==> src/hdl/hct_pkg.sv <==
// shared types and constants for the handle cookie table
`timescale 1ns / 1ps
package hct_pkg;

  localparam int COOKIE_W = 64;
  localparam int OBJECT_W = 16;
  localparam int COUNT_W  = 11;
  localparam int OP_W     = 2;
  localparam int STAT_W   = 2;

  // one table entry: valid bit, cookie, object id (valid at the lsb)
  localparam int ENTRY_W  = 1 + COOKIE_W + OBJECT_W;

  localparam logic [COOKIE_W-1:0] COOKIE_STEP = 64'd7;
  localparam logic [COOKIE_W-1:0] SEED_RESET  = 64'd1;

  localparam logic [OP_W-1:0] OP_INSERT = 2'd0;
  localparam logic [OP_W-1:0] OP_REMOVE = 2'd1;
  localparam logic [OP_W-1:0] OP_LOOKUP = 2'd2;

  localparam logic [STAT_W-1:0] STAT_OK        = 2'd0;
  localparam logic [STAT_W-1:0] STAT_NOT_FOUND = 2'd1;
  localparam logic [STAT_W-1:0] STAT_FULL      = 2'd2;

  typedef enum logic [1:0] {
    S_CLEAR,
    S_IDLE,
    S_HASH,
    S_EVAL
  } ctrl_state_t;

  typedef struct packed {
    logic clr_we;
    logic accept;
    logic idx_start;
    logic fire;
    logic cfg_we;
  } ctrl_cmd_t;

  typedef struct packed {
    logic clr_last;
    logic idx_done;
    logic out_free;
  } dp_status_t;

endpackage

==> src/hdl/hct_ctrl.sv <==
// controller state machine: clearing pass, accept, index wait, evaluate
`timescale 1ns / 1ps
module hct_ctrl (
  input  logic                clk,
  input  logic                rst,
  input  logic                in_valid,
  output logic                in_stall,
  input  logic                cfg_valid,
  output logic                cfg_ready,
  input  hct_pkg::dp_status_t sts,
  output hct_pkg::ctrl_cmd_t  cmd
);
  import hct_pkg::*;

  ctrl_state_t state;
  ctrl_state_t state_next;

  always_ff @(posedge clk) begin
    if (rst) begin
      state <= S_CLEAR;
    end else begin
      state <= state_next;
    end
  end

  always_comb begin
    state_next = state;
    cmd        = '0;
    in_stall   = 1'b1;
    cfg_ready  = (state == S_IDLE) || (state == S_CLEAR);
    cmd.cfg_we = cfg_valid && cfg_ready;
    unique case (state)
      S_CLEAR: begin
        cmd.clr_we = 1'b1;
        if (sts.clr_last) begin
          state_next = S_IDLE;
        end
      end
      S_IDLE: begin
        // a seed write goes first, the request waits while cfg_valid is high
        in_stall = cfg_valid;
        if (in_valid && !cfg_valid) begin
          cmd.accept    = 1'b1;
          cmd.idx_start = 1'b1;
          // power-of-two bucket index is ready at once
          state_next = sts.idx_done ? S_EVAL : S_HASH;
        end
      end
      S_HASH: begin
        if (sts.idx_done) begin
          state_next = S_EVAL;
        end
      end
      S_EVAL: begin
        if (sts.out_free) begin
          cmd.fire   = 1'b1;
          state_next = S_IDLE;
        end
      end
      default: begin
        state_next = S_IDLE;
      end
    endcase
  end

endmodule

==> config.mk <==
export PLATFORM = sky130hd
export DESIGN_NAME = hct_ctrl
export DESIGN_NICKNAME = d
export VERILOG_FILES = /design/src/hdl/hct_pkg.sv /design/src/hdl/hct_ctrl.sv
export SDC_FILE = /design/constraint.sdc
export NUM_CORES = 1
export LEC_CHECK = 0
export BUFFER_PORTS_ARGS = -buffer_cell sky130_fd_sc_hd__buf_2
export CAP_MARGIN = 20
export CORE_AREA = 2 2 39 41
export CTS_BUF_LIST = sky130_fd_sc_hd__clkbuf_4
export DETAILED_ROUTE_END_ITERATION = 8
export DIE_AREA = 0 0 41 43
export PLACE_DENSITY_LB_ADDON = 0.05
export SLEW_MARGIN = 20
export SYNTH_ARGS = -nofsm -noshare
export SYNTH_HDL_FRONTEND = slang
export SYNTH_SLANG_ARGS = --single-unit
export TNS_END_PERCENT = 5
==> constraint.sdc <==
create_clock -name clk -period 3.3 [get_ports clk]
set_input_delay 0.33 -clock clk [delete_from_list [all_inputs] [get_ports clk]]
set_output_delay 0.33 -clock clk [all_outputs]
set_load 0.02 [all_outputs]
==> results of run 1 <==
## power breakdown
part           leakage (nW)  total [mW]  internal [mW]  switching, mW
combinational         0.150       0.174         0.0735          0.100
clock                0.0138      0.0536         0.0401         0.0135
sequential           0.0166      0.0454         0.0345         0.0108
total                 0.180       0.273          0.148          0.125
## layout make-up
| cell class | instances | area [um^2] |
|---|---|---|
| Inverter | 4 | 15.0 |
| Multi-Input combinational cell | 22 | 186 |
| Timing Repair Buffer | 13 | 65.1 |
| Sequential cell | 2 | 40.0 |
| Tap cell | 16 | 20.0 |
| Fill cell | 163 | 1030 |
| Clock buffer | 3 | 22.5 |
## layout by cell type, fill, tap and decap left out, types with 2 or more instances in the layout
cell type / instances
buf_2: 13
ha_1: 5
clkbuf_4: 3
nor2b_1: 3
dfxtp_1: 2
nand2b_1: 3
inv_1: 4
and2_1: 3
## kinds of logic after synthesis
group | Yosys count
flip-flops | 2
buffers and inverters | 5
adder cells (fa/ha/maj) | 5
multiplexers | 1
AO/OA/AOI/OAI | 3
AND/OR/NAND/NOR | 13
## synthesized netlist by cell type (all sizes together)
master | count | area share [%]
or2 | 1 | 2.5
nor3 | 1 | 2.0
dfxtp | 2 | 16
buf | 1 | 3.0
a221oi | 1 | 3.5
ha | 5 | 25
a2111o | 1 | 4.5
nor2b | 3 | 7.5
nor2 | 1 | 1.5
mux2i | 1 | 4.0
and2 | 3 | 7.5
inv | 4 | 6.0
a2111oi | 1 | 3.5
nand2b | 4 | 13
## routing by layer
| metal | part of all wire [%] | vias to the layer above | track usage, % |
|---|---|---|---|
| met2 | 51 | 7 | 11.9 |
| li1 | - | 124 | - |
| met1 | 42 | 103 | 8.65 |
| met4 | 0 | 0 | 10.0 |
| met3 | 6.9 | 0 | 3.14 |
| met5 | 0 | - | 0 |
## final timing paths
check / start / endpoint / cells after the start
setup reg to reg: state[0]$_SDFFE_PP0P_ / state[0]$_SDFFE_PP0P_ / 5
setup / recovery: state[0]$_SDFFE_PP0P_ / cmd[0] / 5
hold / removal: rst / state[0]$_SDFFE_PP0P_ / 2
hold reg to reg: state[1]$_SDFFE_PP0P_ / state[1]$_SDFFE_PP0P_ / 2
==> results_dict.tcl, run 1 <==
set metrics [dict create \
    path_delay_family "flip-flops" \
    hold_class "in -> reg" \
    utilization_pct 25.2 \
    detail_route.iter0.violations 0 \
    grt_max_degree 5 \
    instances_no_fill 60 \
    end_kind "primary output" \
    drtAntennaViolNets 0 \
    synth.distinct_cells 15 \
    crit_path_start_kind "register" \
    crit_type "reg -> out" \
    via_per_inst 3.90 \
    hold_viol 0 \
    reg_top3 "state: 2 flops" \
    syn_inst 29 \
    cts_tree "done" \
    grt_pass1_wl_um 945 \
    vdd_drop_max_mv 0.294 \
    path_max_fanout 4 \
    grt.overflow.total 0 \
    drcViolationCount 0 \
    grt_use_total_pct 8.63 \
    cap_violations 0 \
    finalSetupViolCount 0 \
    placed_cells 57 \
    fin_tns_setup_ps 0 \
    cts_root_buf "clkbuf_4" \
    power_density_nw_per_um2 782 \
    crit_path_max_incr_delay_ps 380 \
    die_h_um 43 \
    drive_gt1_share_pct 38.6 \
    post-dp-hpwl_um 482 \
    rows 14 \
    crit_slowest_cell "dfxtp_1" \
    seq_area_frac_synth_pct 16.1 \
    slew_viol_final 0 \
    grt_pass1_vias 245 \
    slew_headroom_pct 74.6 \
    numClockSinks 2 \
    ys.warnings.count 0 \
    synth_xor_area_share_pct 0 \
    setup_slack_ps 1530 \
    fin_area_um2 349 \
    drt_first_pass_iters 1 \
    largest_reg_flops 2 \
    critPathBufInv 2 \
    insertion_delay_ps 220 \
    post-route-min-period_ps 1770 \
    synth_top_family_by_area "simple AND/OR/NAND/NOR gates" \
    coreArea_um2 1380 \
    rsz0062_at_grt "no" \
    final_nets 58 \
    syn2layout_area_growth_pct 40.2 \
    worst_ep_arrival_time_ps 1440 \
    synth-simple-area-share_pct 34.2 \
    post-place-ws_ps 1650 \
    p_total_mw 0.273 \
    postPlaceCellArea_um2 327 \
    start_util_pct 18.0 \
    timing.final.crit_share_pct 53.7 \
    cts_htree_levels 1 \
    holdBufCountCts 0 \
    synth_seq_cells 2 \
    p_leak_nw 0.180 \
    cts_resized 0 \
    gp_congestion 0.641 \
    syn-cell-area_um2 249 \
    cp.required_ps 2970 \
    skew_ps 0.0952 \
    antenna_found_initial 0 \
    wl_per_cell_um 9.20 \
    diodes 0 \
    largest-register "state" \
    yosys.area_share.adder_pct 25.1 \
    path_clk_slew_ps 30 \
    whs_ps 298 \
    dieArea_um2 1760 \
    wirelength_um 552 \
    clock_path_buffers 2 \
    outcome "complete, no violations" \
    port_buffers 13 \
    avgSynthCellArea_um2 8.59 \
    io_pins 14 \
    cts_made_buffers 3 \
    syn_nets 41 \
    fmax_ghz 0.564 \
    synth_compound_area_share_pct 11.6 \
    critical_path.cell_chain "inv_1 > ha_1 > or2_1 > and2_1 > buf_2" \
    rrSetupSlack_ps 1690 \
    vias 234 \
    worst_slew_pin_slew_ps 371 \
    synthMuxAreaShare_pct 4.02 \
    dieWidth_um 41 \
    post_cts_buffers 0 \
]
No activity file was read; power rests on OpenSTA's default activity.
==> run 2, diff against run 1 <==
Clock period 3.3 ns to 1.8 ns, I/O delays scaled along.
==> results_dict.tcl, run 2 (synthesis gave the netlist of run 1 again) <==
set metrics [dict create \
    fmax_ghz 0.600 \
    vdd_drop_max_mv 0.418 \
    crit_path_max_incr_delay_ps 390 \
    cts_resized 0 \
    crit_slowest_cell "a2111o_1" \
    coreArea_um2 1380 \
    slew_viol_final 0 \
    cts_tree "done" \
    reg_top3 "state: 2 flops" \
    holdBufCountCts 0 \
    cts_made_buffers 3 \
    post_cts_buffers 0 \
    drt_first_pass_iters 1 \
    finalSetupViolCount 0 \
    cts_root_buf "clkbuf_4" \
    path_delay_family "compound AO/OA/AOI/OAI gates" \
    vias 239 \
    gp_congestion 0.671 \
    cap_violations 0 \
    clock_path_buffers 2 \
    rows 14 \
    dieArea_um2 1760 \
    final_cell_mix "buf_2, ha_1, inv_1" \
    antenna_found_initial 0 \
    largest-register "state" \
    via_per_inst 3.98 \
    rsz0062_at_grt "no" \
    post-dp-hpwl_um 479 \
    port_buffers 13 \
    hold_class "in -> reg" \
    cts_htree_levels 1 \
    drive_gt1_share_pct 38.6 \
    worst_slew_pin_slew_ps 352 \
    wirelength_um 541 \
    fin_tns_setup_ps 0 \
    end_kind "register" \
    critical_path.cell_chain "inv_1 > ha_1 > nor2b_1 > a2111o_1 > a221oi_1" \
    whs_ps 165 \
    drcViolationCount 0 \
    die_h_um 43 \
    post-route-min-period_ps 1670 \
    worst_ep_arrival_time_ps 1780 \
    insertion_delay_ps 220 \
    path_clk_slew_ps 30 \
    skew_ps 1.11 \
    syn2layout_area_growth_pct 40.2 \
    grt_pass1_wl_um 814 \
    cp.required_ps 1910 \
    grt_pass1_vias 219 \
    p_leak_nw 0.180 \
    grt_use_total_pct 7.31 \
    drtAntennaViolNets 0 \
    crit_type "reg -> reg" \
    diodes 0 \
    io_pins 14 \
    path_max_fanout 4 \
    grt_max_degree 5 \
    dieWidth_um 41 \
    wl_per_cell_um 9.02 \
    power_density_nw_per_um2 1420 \
    outcome "complete, no violations" \
    mostFrequentLayoutCell "buf_2" \
    slew_headroom_pct 76.0 \
    start_util_pct 18.0 \
    largest_reg_flops 2 \
    numClockSinks 2 \
    grt.overflow.total 0 \
    final_nets 58 \
    utilization_pct 25.2 \
    crit_path_start_kind "register" \
    critPathBufInv 1 \
    hold_viol 0 \
    detail_route.iter0.violations 0 \
    timing.final.crit_share_pct 92.6 \
]
[run 2: final timing paths]
| path | from | end | slack, ps | cells after the start |
|---|---|---|---|---|
| setup / recovery | state[0]$_SDFFE_PP0P_ | state[0]$_SDFFE_PP0P_ | 130 | 5 |
| hold / removal | rst | state[0]$_SDFFE_PP0P_ | 170 | 2 |
| setup reg to reg | state[0]$_SDFFE_PP0P_ | state[0]$_SDFFE_PP0P_ | 130 | 5 |
| hold reg to reg | state[1]$_SDFFE_PP0P_ | state[1]$_SDFFE_PP0P_ | 520 | 2 |
[run 2: per-layer routing]
layer / track usage, % / share of wire, % / up-vias
li1: - / - / 126
met1: 7.01 / 41 / 106
met4: 10.0 / 0 / 0
met5: 0 / 0 / -
met3: 1.57 / 5.2 / 0
met2: 10.3 / 53 / 7
[run 2: stage by stage]
stage,instance area [um^2],setup WS (ps),instances,power [mW]
floorplan,249,198,29,0.322
global placement,327,166,57,0.414
detailed placement,327,107,57,0.407
CTS,349,99.6,60,0.513
global route,349,65.2,60,0.544
finish,349,133,60,0.496
[run 2: final cells by class]
cell class / count / area (um^2)
clock buffer: 3 / 22.5
tap: 16 / 20.0
fill: 157 / 1030
sequential: 2 / 40.0
multi-input combinational: 22 / 186
timing repair buffer: 13 / 65.1
inverter: 4 / 15.0
[run 2: where the power goes]
group | switching [mW] | total, mW | internal, mW
registers | 0.0196 | 0.0830 | 0.0633
clock network | 0.0235 | 0.0968 | 0.0733
logic | 0.183 | 0.317 | 0.134
